File: src/assert_macros.svh
// Assertion shorthands shared by the RTL files
`ifndef ASSERT_MACROS_SVH
`define ASSERT_MACROS_SVH

// a implies b on the same edge
`define ASSERT_IMPLY(label, clk, rst_n, a, b) \
    label: assert property (@(posedge clk) disable iff (!rst_n) (a) |-> (b)) \
        else $error("implication check failed");

// a never holds
`define ASSERT_NEVER(label, clk, rst_n, a) \
    label: assert property (@(posedge clk) disable iff (!rst_n) !(a)) \
        else $error("forbidden condition seen");

`endif

File: src/hntd_pkg.sv
package hntd_pkg;

    // default table depth
    localparam int NODES_DEF = 512;

    localparam int SYM_W = 16;

    // child value that marks a leaf / no child
    localparam logic [SYM_W-1:0] LEAF_MARK = 16'hFFFF;

    // input operation codes
    localparam logic OP_LOAD   = 1'b0;
    localparam logic OP_DECODE = 1'b1;

    // configuration register indexes
    typedef enum logic [1:0] {
        CFG_ROOT   = 2'd0,
        CFG_COUNT  = 2'd1,
        CFG_MAXLEN = 2'd2
    } cfg_idx_t;

    // walker to result buffer
    typedef struct packed {
        logic             push;
        logic             flush;
        logic [SYM_W-1:0] sym;
        logic             str_end;
    } buf_cmd_t;

    // result buffer to walker
    typedef struct packed {
        logic ok;
        logic pend_valid;
    } buf_stat_t;

endpackage

File: src/hntd_out_buf.sv
`include "assert_macros.svh"

// Holds the newest symbol back until it is known whether it is the last of
// its item, then passes it on through the output register.
module hntd_out_buf
    import hntd_pkg::*;
(
    input  logic             clk,
    input  logic             rst_n,
    input  buf_cmd_t         cmd,
    output buf_stat_t        stat,
    output logic             result_valid,
    input  logic             result_ready,
    output logic [SYM_W-1:0] decoded_symbol,
    output logic             string_end,
    output logic             last
);

    logic             pend_valid_reg, pend_valid_next;
    logic [SYM_W-1:0] pend_sym_reg, pend_sym_next;
    logic             pend_end_reg, pend_end_next;
    logic             out_valid_reg, out_valid_next;
    logic [SYM_W-1:0] out_sym_reg, out_sym_next;
    logic             out_end_reg, out_end_next;
    logic             out_last_reg, out_last_next;
    logic             out_free;

    // output slot frees when empty or being transferred
    assign out_free        = !out_valid_reg || result_ready;
    assign stat.ok         = !pend_valid_reg || out_free;
    assign stat.pend_valid = pend_valid_reg;

    // next-state logic
    always_comb
    begin
        pend_valid_next = pend_valid_reg;
        pend_sym_next   = pend_sym_reg;
        pend_end_next   = pend_end_reg;
        out_valid_next  = out_valid_reg && !result_ready;
        out_sym_next    = out_sym_reg;
        out_end_next    = out_end_reg;
        out_last_next   = out_last_reg;
        if (cmd.push)
        begin
            // older symbol moves on, more follow in this item
            if (pend_valid_reg)
            begin
                out_valid_next = 1'b1;
                out_sym_next   = pend_sym_reg;
                out_end_next   = pend_end_reg;
                out_last_next  = 1'b0;
            end
            pend_valid_next = 1'b1;
            pend_sym_next   = cmd.sym;
            pend_end_next   = cmd.str_end;
        end
        else if (cmd.flush && pend_valid_reg)
        begin
            // item finished: held symbol is its last
            out_valid_next  = 1'b1;
            out_sym_next    = pend_sym_reg;
            out_end_next    = pend_end_reg;
            out_last_next   = 1'b1;
            pend_valid_next = 1'b0;
        end
    end

    // control
    always_ff @(posedge clk or negedge rst_n)
    begin
        if (!rst_n)
        begin
            pend_valid_reg <= 1'b0;
            out_valid_reg  <= 1'b0;
        end
        else
        begin
            pend_valid_reg <= pend_valid_next;
            out_valid_reg  <= out_valid_next;
        end
    end

    // payload
    always_ff @(posedge clk)
    begin
        pend_sym_reg <= pend_sym_next;
        pend_end_reg <= pend_end_next;
        out_sym_reg  <= out_sym_next;
        out_end_reg  <= out_end_next;
        out_last_reg <= out_last_next;
    end

    assign result_valid   = out_valid_reg;
    assign decoded_symbol = out_sym_reg;
    assign string_end     = out_end_reg;
    assign last           = out_last_reg;

    `ASSERT_IMPLY(a_cmd_when_ok, clk, rst_n, cmd.push || cmd.flush, stat.ok)
    `ASSERT_NEVER(a_push_flush, clk, rst_n, cmd.push && cmd.flush)

endmodule
File: config.mk
export PLATFORM = sky130hd
export DESIGN_NAME = hntd_out_buf
export DESIGN_NICKNAME = d
export VERILOG_FILES = /design/src/hntd_pkg.sv /design/src/hntd_out_buf.sv
export VERILOG_INCLUDE_DIRS = /design/src /design/src/src
export SDC_FILE = /design/constraint.sdc
export NUM_CORES = 1
export LEC_CHECK = 0
export BUFFER_PORTS_ARGS = -buffer_cell sky130_fd_sc_hd__buf_2
export CAP_MARGIN = 20
export CORE_AREA = 2 2 51 53
export DETAILED_ROUTE_END_ITERATION = 10
export DIE_AREA = 0 0 53 55
export GPL_TIMING_DRIVEN = 0
export PLACE_DENSITY_LB_ADDON = 0.15
export SYNTH_ARGS = -nofsm -noshare
export SYNTH_HDL_FRONTEND = slang
export SYNTH_SLANG_ARGS = --single-unit
File: constraint.sdc
create_clock -name clk -period 1.88 [get_ports clk]
set_input_delay 0.282 -clock clk [delete_from_list [all_inputs] [get_ports clk]]
set_output_delay 0.282 -clock clk [all_outputs]
set_load 0.02 [all_outputs]
==> results_dict.tcl, run 1 <==
set metrics [dict create \
    synth_top_family_by_area "compound AO/OA/AOI/OAI gates" \
    clockRootBuffer "clkbuf_4" \
    clock_path_buffers 2 \
    r2r_end "decoded_symbol[12]" \
    path_cells "o21a_1" \
    cp-start-kind "register" \
    die_area_um2 2920 \
    run_status "completed" \
    drive_above_1_share_pct 50.0 \
    drv_slew 0 \
    critPathArrivalTime_ns 1.41 \
    postCtsSetupBuffers 0 \
    synthAdderAreaFrac_pct 0 \
    vias 569 \
    grt_setup_unrepaired "no" \
    reg2reg_depth 1 \
    cts_tree "done" \
    critPathBufInv 0 \
    clkSlewWorstSetupHoldPaths_ns 0.10 \
    drv_cap 0 \
    setup_ws_ns 0.431 \
    avgSynthCellArea_um2 25.4 \
    period_share_pct 77.1 \
    fp.coreArea_um2 2360 \
    synth-simple-area-share_pct 0.437 \
    worst_pin_slew_ns 0.785 \
    final_cell_mix "42 x buf_2, 35 x edfxtp_1, 5 x clkbuf_4" \
    grt-ovfl-total 0 \
    synthCells 45 \
    num_antenna_cells 0 \
    grt_first_pass_wirelength_um 2240 \
    synth-seq-cells 37 \
    post-place-ws_ns 0.129 \
    start_util_pct 48.4 \
    min_to "pend_sym_reg[15]" \
    grt_max_degree 20 \
    portBuffers 42 \
    period_needed_ns 1.45 \
    syn_area_um2 1140 \
    rows 18 \
    layout.nets 117 \
    hold_path_class "in -> reg" \
    cts.sinks 37 \
    slowest_stage "o21a_1" \
    antenna_found_initial 0 \
    r2r_slack_ns 0.43 \
    yosysSeqAreaShare_pct 96.2 \
    area_delta_synth_final_pct 26.8 \
    required_ns 1.85 \
    finClkSkew_ns 0.00631 \
    syn-num-nets 67 \
    ios 43 \
    grtUsageTotal_pct 12.5 \
    via_per_inst 4.52 \
    path_class "reg -> reg" \
    dpl.hpwl_um 1030 \
    antenna_left 0 \
    insertion_delay_ns 0.33 \
    setup-violations-final 0 \
    critical_path.max_fanout 19 \
    dr.pass1.iters 4 \
    hold_violations 0 \
    slew_headroom_pct 47.7 \
    drtIter0Drc 8 \
    routed_wl_um 1550 \
    drt-wirelength-per-cell_um 12.3 \
    ys_types 8 \
    layout_commonest_cell "buf_2" \
    finalSetupTns_ns 0 \
    die_h_um 55 \
    p_leak_nw 0.591 \
    placed_cell_area_um2 1390 \
    slowest_delay_ns 0.66 \
    peakVddDrop_mv 0.784 \
    power_density_nw_per_um2 1040 \
    yosysWarnings 0 \
    synth_compound_area_share_pct 1.75 \
    drc_errors 0 \
    final_cell_area_um2 1450 \
    crit-reg2reg-launch "pend_valid_reg" \
    critPathTopFamily "compound AO/OA/AOI/OAI gates" \
    cts_buffers 5 \
    place_congestion 0.636 \
    muxShareOfSynthArea_pct 0 \
    synth-xor-area-share_pct 0 \
    hp-start "cmd[16]" \
    htreeDepth 2 \
    grt_pass1_vias 545 \
    die_x_um 53 \
    cp-end-kind "register" \
    clock.fmax_mhz 690 \
    min_path_cells 1 \
]
-- per-stage QoR --
step	power [mW]	std cells	utilization, %	hold WS (ns)
6_report	1.50	126	61.4	0.120
5_1_grt	1.57	126	61.4	0.0930
4_1_cts	1.52	126	61.4	0.111
3_5_place_dp	1.15	117	58.9	0.0708
3_3_place_gp	1.15	117	58.9	0.0671
2_1_floorplan	1.08	45	-	-0.0136
-- per-layer routing --
| layer | global-route usage (%) | vias to the layer above | part of all wire, % |
|---|---|---|---|
| li1 | - | 271 | - |
| met1 | 10.0 | 268 | 34 |
| met2 | 22.3 | 27 | 55 |
| met3 | 8.87 | 3 | 9.4 |
| met4 | 6.41 | 0 | 1.5 |
| met5 | 0 | - | 0 |
-- worst max-delay path by stage --
stage	slack, ns	startpoint	end	cells past startpoint
2_1_floorplan	0.64	pend_valid_reg	decoded_symbol[0]	1
3_5_place_dp	0.13	cmd[18]	decoded_symbol[7]	2
4_1_cts	0.43	pend_valid_reg	decoded_symbol[10]	1
5_1_grt	0.37	pend_valid_reg	decoded_symbol[5]	1
6_report	0.43	pend_valid_reg	decoded_symbol[12]	1
3_3_place_gp	0.17	cmd[18]	decoded_symbol[12]	2
-- kinds of logic (layout without fill, tap and decap cells) --
logic type | count (synthesis) | after routing
simple gates | 1 | 1
buf+inv | 4 | 55
flops | 37 | 37
compound gates | 3 | 3
-- synth_stat cells --
cell | count | area share, %
o21a_1 | 1 | 0.66
nand3_1 | 1 | 0.44
buf_4 | 1 | 0.66
edfxtp_1 | 35 | 92
inv_1 | 3 | 0.98
a21o_1 | 1 | 0.66
dfrtp_1 | 2 | 4.4
o21ai_0 | 1 | 0.44
-- final cells by class --
class                           count  area [um^2]
Tap cell                           30         37.5
Buffer                              1         7.51
Sequential cell                    37         1100
Multi-Input combinational cell      4         25.0
Clock buffer                        8         48.8
Inverter                            3         11.3
Fill cell                         207          913
Timing Repair Buffer               43          220
-- power by group --
| part | switching [mW] | total (mW) | internal (mW) |
|---|---|---|---|
| combinational | 0.0883 | 0.135 | 0.0462 |
| sequential | 0.0169 | 0.997 | 0.981 |
| clock | 0.224 | 0.373 | 0.149 |
-- what timing repair did --
action | CTS | global route
hold buffers | 1 | 0
hold endpoints to repair | 2 | 0
gates resized for setup | 0 | 0
Power figures use the tool's default switching activity.
==> inputs of run 2 (changes only) <==
Settings changed: CORE_AREA 2 2 51 53 to 2 2 56 58, DIE_AREA 0 0 53 55 to 0 0 58 60.
Clock period 1.88 ns to 1.3 ns, I/O delays scaled along.
==> results_dict.tcl, run 2 (synthesis gave the netlist of run 1 again) <==
set metrics [dict create \
    swShare_pct 22.2 \
    grt_max_degree 20 \
    antenna_left 0 \
    dr.pass1.iters 2 \
    start_util_pct 39.4 \
    drt-wirelength-per-cell_um 12.1 \
    p_leak_nw 0.601 \
    slew_headroom_pct 71.1 \
    portBuffers 42 \
    power_density_nw_per_um2 1480 \
    drc_errors 0 \
    place_congestion 0.770 \
    grt-ovfl-total 0 \
    grtUsageTotal_pct 10.4 \
    hold_violations 0 \
    power.internal_mw 1.69 \
    fp.coreArea_um2 2900 \
    die_area_um2 3480 \
    grt_pass1_vias 582 \
    routed_wl_um 1580 \
    dpl.hpwl_um 1090 \
    worst_pin_slew_ns 0.434 \
    critical_path.max_fanout 4 \
    cts_tree "done" \
    postCtsSetupBuffers 0 \
    die_h_um 60 \
    required_ns 1.11 \
    power_mw 2.18 \
    hold_slack_ns 0.0367 \
    drv_cap 0 \
    drtIter0Drc 8 \
    p_sw_uw 484 \
    drive_above_1_share_pct 52.6 \
    setup-violations-final 0 \
    multiInputGateArea_um2 26.3 \
    cp-start-kind "register" \
    placedCellCount 120 \
    antenna_found_initial 0 \
    layout_commonest_cell "buf_2" \
    ios 43 \
    rows 20 \
    grt_setup_unrepaired "no" \
    final_cell_mix "42 x buf_2, 35 x edfxtp_1, 5 x clkbuf_4" \
    die_x_um 58 \
    clkPwrFrac_pct 24.7 \
    final_core_util_pct 50.6 \
    combPwrFrac_pct 9.1 \
    insertion_delay_ns 0.32 \
    critPathArrivalTime_ns 1.03 \
    period_share_pct 94.2 \
    num_antenna_cells 0 \
    layout.nets 118 \
    seqPwrFrac_pct 66.2 \
    clkSlewWorstSetupHoldPaths_ns 0.10 \
    drv_slew 0 \
    r2r_slack_ns 0.12 \
    register_area_um2 1100 \
    cts_buffers 5 \
    period_needed_ns 1.22 \
    peakVddDrop_mv 0.820 \
    clock.fmax_mhz 817 \
    clockRootBuffer "clkbuf_4" \
    stdcell_count 130 \
    cp-end-kind "output port" \
    hold_path_class "in -> reg" \
    vias 580 \
    finClkSkew_ns 0.00707 \
    num-fill-cells 247 \
    cts.sinks 37 \
    htreeDepth 2 \
    path_class "reg -> out" \
    area_delta_synth_final_pct 28.3 \
    grt_first_pass_wirelength_um 2370 \
    via_per_inst 4.46 \
    run_status "completed" \
    clock_path_buffers 2 \
]
run 2: cell types whose count changed in the layout (fill, tap and decap cells not counted):
cell           change
clkinv_2           +2
dlygate4sd3_1      +1
clkbuf_1           -2
o21a_2             +1
o21a_1             -1
run 2: critical path, stage by stage, from the launching register on:
cell and delay (ns):
dfrtp_1 0.42, buf_4 0.14, buf_2 0.15
run 2: power by group through the flow:
stage | clock, mW | combinational, mW | sequential, mW
2_1_floorplan | 0 | 0.0306 | 1.53
3_3_place_gp | 0 | 0.193 | 1.46
3_5_place_dp | 0 | 0.197 | 1.47
4_1_cts | 0.580 | 0.200 | 1.44
5_1_grt | 0.622 | 0.213 | 1.45
6_report | 0.538 | 0.199 | 1.44
run 2: cell type report:
cell class | count | share of cell area [%]
clock buffer | 6 | 2.81
inverter | 3 | 0.767
multi-input combinational | 4 | 1.79
tap | 33 | 2.81
sequential | 37 | 75.0
buffer | 1 | 0.511
clock inverter | 2 | 0.681
timing repair buffer | 44 | 15.7
run 2: final timing paths:
| check | end | start | cells past startpoint |
|---|---|---|---|
| setup / recovery | stat[0] | pend_valid_reg | 2 |
| setup reg to reg | decoded_symbol[5] | pend_valid_reg | 1 |
| hold / removal | pend_sym_reg[12] | cmd[13] | 1 |
| min in group asynchronous | result_valid | rst_n | 2 |
| hold reg to reg | decoded_symbol[9] | pend_sym_reg[9] | 0 |
| max in group asynchronous | pend_valid_reg | rst_n | 2 |
run 2: metrics by stage:
stage	area (um^2)	setup slack, ns	TNS (ns)
2_1_floorplan	1140	0.0559	0
3_3_place_gp	1400	-0.338	-6.23
3_5_place_dp	1400	-0.386	-7.14
4_1_cts	1460	0.0496	0
5_1_grt	1470	0.0123	0
6_report	1470	0.0755	0
run 2: metal layers:
metal	share of wire [%]	vias to the layer above	GRT usage, %
li1	-	272	-
met1	30	276	7.80
met2	60	27	19.2
met3	7.6	5	4.55
met4	1.6	0	9.30
met5	0	-	0
run 2: repair_timing:
action / in CTS / in global routing
endpoints found under the hold margin: 2 / 1
gates resized for setup: 1 / 0
endpoints found under the setup margin: 18 / 0
hold buffers: 1 / 1
